==> config.mk <==
export PLATFORM = sky130hd
export DESIGN_NAME = sbus_frame_receiver
export DESIGN_NICKNAME = d
export VERILOG_FILES = /design/src/rtl/sbus_rx_pkg.sv /design/src/rtl/sbus_rx_ctrl.sv /design/src/rtl/sbus_rx_unpack.sv /design/src/rtl/sbus_frame_receiver.sv
export SDC_FILE = /design/constraint.sdc
export NUM_CORES = 1
export LEC_CHECK = 0
export CORE_MARGIN = 10
export CORE_UTILIZATION = 30
export DETAILED_ROUTE_END_ITERATION = 12
export DONT_BUFFER_PORTS = 1
export HOLD_SLACK_MARGIN = 0.02
export PLACE_DENSITY = 0.43
export SETUP_SLACK_MARGIN = 0.5
export SYNTH_ARGS = -nofsm -noshare
export SYNTH_HDL_FRONTEND = slang
export SYNTH_SLANG_ARGS = --single-unit
==> constraint.sdc <==
create_clock -name clk_i -period 5.35 [get_ports clk_i]
set_clock_uncertainty 0.05 [all_clocks]
set_input_delay 1.3375 -clock clk_i [delete_from_list [all_inputs] [get_ports clk_i]]
set_output_delay 1.3375 -clock clk_i [all_outputs]
set_load 0.05 [all_outputs]
==> src/rtl/sbus_rx_pkg.sv <==
// ----------------------------------------------------------------------------
// sbus_rx_pkg
// Types and constants shared by the SBUS frame receiver modules.
// ----------------------------------------------------------------------------
package sbus_rx_pkg;

  localparam logic [7:0] StartByte   = 8'h0F;
  localparam logic [7:0] EndByte     = 8'h00;
  localparam int unsigned ChannelBits = 11;
  localparam int unsigned MaxChannels = 16;
  localparam int unsigned DataBytes   = 22;
  localparam int unsigned DataBits    = DataBytes * 8;
  localparam logic [4:0] FlagsPos    = 5'd22;
  localparam logic [4:0] StoreDepth  = 5'd23;
  localparam logic [4:0] DigAIdx     = 5'd16;
  localparam logic [4:0] DigBIdx     = 5'd17;

  // flags byte bit positions
  localparam int unsigned FlagDigA     = 0;
  localparam int unsigned FlagDigB     = 1;
  localparam int unsigned FlagLost     = 4;
  localparam int unsigned FlagFailsafe = 5;

  localparam logic CmdByte = 1'b0;
  localparam logic CmdTick = 1'b1;

  typedef struct packed {
    logic       cmd;
    logic [7:0] rx_byte;
  } sbus_in_t;

  typedef struct packed {
    logic [4:0]  channel_index;
    logic [10:0] channel_value;
    logic        frame_lost;
    logic        failsafe;
    logic        last;
  } sbus_out_t;

  typedef struct packed {
    logic data_we;
    logic flags_we;
    logic start;
  } sbus_ctl_t;

  typedef enum logic {
    ST_IDLE,
    ST_RECV
  } sbus_state_e;

endpackage

==> src/rtl/sbus_rx_ctrl.sv <==
// ----------------------------------------------------------------------------
// sbus_rx_ctrl
// Frame sync: gap tick counter, start detection, byte counting, end check.
// ----------------------------------------------------------------------------
module sbus_rx_ctrl (
  input  logic                 clk_i,
  input  logic                 rst_ni,
  input  logic                 cfg_we_i,
  input  logic [7:0]           cfg_data_i,
  input  logic                 acc_i,
  input  sbus_rx_pkg::sbus_in_t item_i,
  output sbus_rx_pkg::sbus_ctl_t ctl_o
);
  import sbus_rx_pkg::*;

  sbus_state_e state_q, state_d;
  logic [7:0]  gap_q, gap_d;
  logic [7:0]  min_gap_q;
  logic [4:0]  count_q, count_d;
  logic        is_byte, is_tick;

  assign is_byte = acc_i && (item_i.cmd == CmdByte);
  assign is_tick = acc_i && (item_i.cmd == CmdTick);

  always_comb begin
    state_d = state_q;
    unique case (state_q)
      ST_IDLE: begin
        if (is_byte && (gap_q >= min_gap_q) && (item_i.rx_byte == StartByte)) begin
          state_d = ST_RECV;
        end
      end
      ST_RECV: begin
        if (is_byte && (count_q == StoreDepth)) begin
          state_d = ST_IDLE;
        end
      end
      default: state_d = ST_IDLE;
    endcase
  end

  always_comb begin
    gap_d   = gap_q;
    count_d = count_q;
    ctl_o   = '0;
    if (is_tick && (gap_q != 8'hFF)) begin
      gap_d = gap_q + 8'd1;
    end
    unique case (state_q)
      ST_IDLE: begin
        if (is_byte) begin
          gap_d   = '0;
          count_d = '0;
        end
      end
      ST_RECV: begin
        if (is_byte) begin
          if (count_q != StoreDepth) begin
            count_d        = count_q + 5'd1;
            ctl_o.data_we  = (count_q < FlagsPos);
            ctl_o.flags_we = (count_q == FlagsPos);
          end else begin
            count_d     = '0;
            gap_d       = '0;
            ctl_o.start = (item_i.rx_byte == EndByte);
          end
        end
      end
      default: ;
    endcase
  end

  always_ff @(posedge clk_i or negedge rst_ni) begin
    if (!rst_ni) begin
      state_q   <= ST_IDLE;
      gap_q     <= '0;
      count_q   <= '0;
      min_gap_q <= 8'd6;
    end else begin
      state_q <= state_d;
      gap_q   <= gap_d;
      count_q <= count_d;
      if (cfg_we_i) begin
        min_gap_q <= cfg_data_i;
      end
    end
  end

endmodule

==> src/rtl/sbus_rx_unpack.sv <==
// ----------------------------------------------------------------------------
// sbus_rx_unpack
// Byte-wide shift store for the channel bytes; emits one 11-bit channel digit
// per transfer from the bottom of the store, then the two digital channels.
// ----------------------------------------------------------------------------
module sbus_rx_unpack #(
  parameter int unsigned CHANNELS = 16
) (
  input  logic                   clk_i,
  input  logic                   rst_ni,
  input  sbus_rx_pkg::sbus_ctl_t ctl_i,
  input  logic [7:0]             byte_i,
  output logic                   busy_o,
  output logic                   out_valid_o,
  input  logic                   out_stall_i,
  output sbus_rx_pkg::sbus_out_t out_data_o
);
  import sbus_rx_pkg::*;

  localparam logic [4:0] LastCh = 5'(CHANNELS - 1);

  logic [DataBits-1:0] sr_q, sr_d;
  logic [7:0]          flags_q;
  logic                busy_q, busy_d;
  logic [4:0]          idx_q, idx_d;
  logic                ovalid_q, ovalid_d;
  sbus_out_t           out_q, out_d;
  logic                emit;

  assign emit = busy_q && (!ovalid_q || !out_stall_i);

  always_comb begin
    sr_d     = sr_q;
    busy_d   = busy_q;
    idx_d    = idx_q;
    ovalid_d = ovalid_q && out_stall_i;
    out_d    = out_q;
    if (ctl_i.data_we) begin
      sr_d = {byte_i, sr_q[DataBits-1:8]};
    end
    if (ctl_i.start) begin
      busy_d = 1'b1;
      idx_d  = '0;
    end
    if (emit) begin
      ovalid_d             = 1'b1;
      out_d.channel_index  = idx_q;
      out_d.frame_lost     = flags_q[FlagLost];
      out_d.failsafe       = flags_q[FlagFailsafe];
      out_d.last           = (idx_q == DigBIdx);
      if (idx_q == DigAIdx) begin
        out_d.channel_value = {10'd0, flags_q[FlagDigA]};
      end else if (idx_q == DigBIdx) begin
        out_d.channel_value = {10'd0, flags_q[FlagDigB]};
      end else begin
        out_d.channel_value = sr_q[ChannelBits-1:0];
        sr_d = {{ChannelBits{1'b0}}, sr_q[DataBits-1:ChannelBits]};
      end
      if (idx_q == DigBIdx) begin
        busy_d = 1'b0;
      end else if (idx_q == LastCh) begin
        idx_d = DigAIdx;
      end else begin
        idx_d = idx_q + 5'd1;
      end
    end
  end

  always_ff @(posedge clk_i or negedge rst_ni) begin
    if (!rst_ni) begin
      busy_q   <= 1'b0;
      ovalid_q <= 1'b0;
      idx_q    <= '0;
    end else begin
      busy_q   <= busy_d;
      ovalid_q <= ovalid_d;
      idx_q    <= idx_d;
    end
  end

  always_ff @(posedge clk_i) begin
    sr_q  <= sr_d;
    out_q <= out_d;
    if (ctl_i.flags_we) begin
      flags_q <= byte_i;
    end
  end

  assign busy_o      = busy_q;
  assign out_valid_o = ovalid_q;
  assign out_data_o  = out_q;

endmodule

==> src/rtl/sbus_frame_receiver.sv <==
// ----------------------------------------------------------------------------
// sbus_frame_receiver
// SBUS frame decoder fed with received UART bytes and millisecond ticks.
// ----------------------------------------------------------------------------
// Input channel (in_valid_i / in_stall_o) carries bytes (cmd 0) and ticks
// (cmd 1). A start byte 0x0F opens a frame once min_gap_ticks ticks have
// passed since the last idle byte or frame end; 23 bytes are stored and the
// 24th must be 0x00. A good frame yields CHANNELS+2 transfers on the output
// channel (out_valid_o / out_stall_i): channels 0..CHANNELS-1, then digital
// 16, 17, the last one flagged with last. A bad frame yields nothing.
// Other items leave the input free; the end byte of a good frame sets the
// unpacker's busy flag, and its results are then registered in the output
// register and follow one per cycle while the receiver does not stall, the
// unpacker producing one 11-bit channel per cycle from its shift store. The
// input channel stalls while that run is in progress.
// A receiver stall holds the current result in the output register and
// pauses the run. Reset returns to idle with a zero gap count and sets
// min_gap_ticks to 6; the configuration port is written via cfg_we_i.
// ----------------------------------------------------------------------------
module sbus_frame_receiver #(
  parameter int unsigned CHANNELS = 16
) (
  input  logic                    clk_i,
  input  logic                    rst_ni,
  input  logic                    cfg_we_i,
  input  logic [7:0]              cfg_data_i,
  input  logic                    in_valid_i,
  output logic                    in_stall_o,
  input  sbus_rx_pkg::sbus_in_t   in_data_i,
  output logic                    out_valid_o,
  input  logic                    out_stall_i,
  output sbus_rx_pkg::sbus_out_t  out_data_o
);
  import sbus_rx_pkg::*;

  sbus_ctl_t ctl;
  logic      busy;
  logic      acc;

  assign in_stall_o = busy;
  assign acc        = in_valid_i && !busy;

  sbus_rx_ctrl u_ctrl (
    .clk_i      (clk_i),
    .rst_ni     (rst_ni),
    .cfg_we_i   (cfg_we_i),
    .cfg_data_i (cfg_data_i),
    .acc_i      (acc),
    .item_i     (in_data_i),
    .ctl_o      (ctl)
  );

  sbus_rx_unpack #(
    .CHANNELS (CHANNELS)
  ) u_unpack (
    .clk_i       (clk_i),
    .rst_ni      (rst_ni),
    .ctl_i       (ctl),
    .byte_i      (in_data_i.rx_byte),
    .busy_o      (busy),
    .out_valid_o (out_valid_o),
    .out_stall_i (out_stall_i),
    .out_data_o  (out_data_o)
  );

endmodule
==> results.ini <==
[grt]
grt_pass1_vias = 6992
grt_pass1_wl_mm = 36.22
overflow = 0
grt_antenna_before_repair = 0
grt_max_degree = 186
grt_use_total = 0.1076

[sta]
hold_viol = 0
fmax_ghz = 0.3449
tns_ns = 0
tightest_slew_ns = 0.8164
fin_ws_ns = 2.451
report.final.slew_viol_count = 0
grt_setup_unrepaired = false
setup_viol = 0
min_period_ns = 2.899
post-route-period-util = 0.5420
max_slew_margin = 0.4537

[place]
io_buffers = 0
dp_hpwl_mm = 12.35
post-place-ws_ns = 1.969
gp_congestion = 0.7196

[synthesis]
synthArstFlopShare = 0.1272
synth_top_cell_by_area = dfxtp_1
syn_avg_cell_area_um2 = 8.125
ys_seq_area_frac = 0.5235
ys_ff_latch = 228
synthMostInstantiatedCell = nand2_1
synth_top_area_frac = 0.3732
synth_nets = 1199
synthTopCellsByArea = dfxtp_1 37%, nand2_1 15%, a31oi_1 11%, edfxtp_1 7.3%, dfrtp_1 7.2%
synth_edf_count = 23
yosysWarnings = 0
synth_ff_type = dfxtp_1
syn-instance-count = 1162
synth_common_cells = 365 x nand2_1, 177 x nor2_1, 176 x dfxtp_1
synth.distinct_cells = 55
syn-cell-area_um2 = 9442

[clock_tree]
clockBufferDepth = 3
htreeDepth = 1
insertion_delay_ns = 0.54
cts_buffers = 27
clkSinkCount = 228
postCtsSetupBuffers = 0
ctsResizeCount = 0
clk_pin_slew_worst_paths_ns = 0.06
cts-root-buf = clkbuf_16
cts_hold_repair.buffers = 0
tritoncts = done

[detailed_routing]
firstDrtPassIters = 4
wl_per_cell_um = 13.75
wirelength_mm = 21.09
drc = 0
num_vias = 7390
drtAntennaViolNets = 0
drtIter0Drc = 650
routed_via_density = 4.817

[layout]
nFillCells = 3305
multi_input_area_um2 = 4070
nets = 1154
diodes = 0
drive_gt1_frac = 0.05624
seq_area_um2 = 4942
syn_to_final_growth_pct = 11.78

[power_and_ir_drop]
pwr-share-comb = 0.011
p_leak_uw = 0.004285
power.share.sequential = 0.486
swShare = 0.2132
cellPowerDensity_nw_per_um2 = 340.2
ir_drop_v = 0.0002325
cellInternalPower_uw = 2825
clockPowerShare = 0.504
p_switching_uw = 765.7

[floorplan]
core-area_um2 = 30830
fp.dieH_um = 197.4
ioPinCount = 43
start_util = 0.3062
dieArea_um2 = 38970
die_x_um = 197.4
num_rows = 64

[critical_path]
critPathKind = flop to flop
path_cells = ha_1, nor3_1, o21a_4, buf_4, nand2_1, a31oi_1
arrival_ns = 3.31
cp-end-kind = flop
critPathLaunchType = flop
worstPathRequired_ns = 5.76
cpMaxStageDelayCell = o21a_4
cpPeakStageDelay_ns = 0.68
worst-path-max-fanout = 62

[run_status]
status = complete, no violations

[flow_run]
maxCapViolations = 0

[worst_hold_path]
min_path_type = flop to flop

[worst max-delay path, delay by kind of cell (launching register included)]
kind,cells,cell delay [ns]
AOI/OAI and AO/OA,2,0.87
DFF,1,0.43
buffers and inverters,1,0.53
adders and majority gates,1,0.31
and+or+nand+nor,2,0.59
[cell type report]
type                            count  area share
Tap cell                          396     0.04695
Inverter                           16    0.005691
Clock inverter                     16     0.01114
Sequential cell                   228      0.4683
Timing Repair Buffer                6    0.009010
Clock buffer                       34     0.07327
Multi-Input combinational cell    838      0.3857
[logic make-up (layout without fill, tap and decap cells)]
group / after synthesis / in the layout / share of synthesized area
and+or+nand+nor: 590 / 590 / 0.2522
DFF: 228 / 228 / 0.5235
AOI/OAI and AO/OA: 225 / 225 / 0.1494
buffers and inverters: 96 / 72 / 0.04705
adders and majority gates: 15 / 15 / 0.01988
xor gates and xnor gates: 5 / 5 / 0.004639
muxes: 3 / 3 / 0.003445
[sequential cells by signal (all words and copies together) (netlist names)]
signal and cells:
u_ctrl.count_q 5, u_ctrl.gap_q 8, u_ctrl.min_gap_q 8, u_ctrl.state_q 1, u_unpack.busy_o 1, u_unpack.flags_q 4
u_unpack.idx_q 5, u_unpack.out_data_o 19, u_unpack.out_valid_o 1, u_unpack.sr_q 176
[path summary, 6_finish.rpt]
check	startpoint	end	slack (ns)	depth (start not counted)
max	u_ctrl.count_q[0]	u_unpack.sr_q[112]	2.45	6
min in group asynchronous	rst_ni	u_ctrl.count_q[4]	0.44	0
min	u_unpack.flags_q[5]	u_unpack.out_data_o[1]	0.37	0
max in group asynchronous	rst_ni	u_ctrl.min_gap_q[1]	4.63	0
max reg2reg	u_ctrl.count_q[0]	u_unpack.sr_q[112]	2.45	6
min reg2reg	u_unpack.flags_q[5]	u_unpack.out_data_o[1]	0.37	0
[power by group through the flow]
stage | logic, µW | clock network (µW) | registers [µW]
global route | 45.1 | 1950 | 1740
global placement | 37.2 | 0 | 1780
finish | 38.0 | 1810 | 1740
floorplan | 31.4 | 0 | 1780
CTS | 38.6 | 1870 | 1740
detailed placement | 38.2 | 0 | 1780
[stage by stage]
stage	power, µW	std cells	hold WS (ns)	area (µm²)	utilization
floorplan	1810	1162	0.3503	9442	-
global placement	1818	1484	0.3530	9663	0.3134
detailed placement	1819	1484	0.3562	9663	0.3134
CTS	3656	1534	0.3713	10550	0.3423
global route	3737	1534	0.3747	10550	0.3423
finish	3591	1534	0.3725	10550	0.3423
[placed cells by master (no fill, tap or decap), types with 2 or more instances in the layout]
master     count
a211oi_1       2
a21oi_1       20
a22o_1         3
a31oi_1      166
and3_1         6
buf_12         4
buf_4          2
clkbuf_16     28
clkbuf_8       5
clkinv_1       5
clkinv_2       7
dfrtp_1       27
dfstp_2        2
dfxtp_1      176
edfxtp_1      23
ha_1          15
inv_1         16
mux2_2         2
nand2_1      365
nand3_1        5
nand4_1        4
nand4bb_1      2
nor2_1       177
nor2b_1       13
nor3_1         3
o211ai_1       3
o21ai_0       17
o21ai_4        2
or3_1          2
or4_1          2
xnor2_1        2
xor2_1         3
[per-layer routing]
layer / wire length [µm] / vias to the layer above / global-route usage
li1: - / 3859 / -
met1: 10820 / 3442 / 0.1520
met2: 9268 / 56 / 0.1657
met3: 548 / 33 / 0.01789
met4: 452 / 0 / 0.02905
met5: 0 / - / 0
No activity file was read; power rests on OpenSTA's default activity.
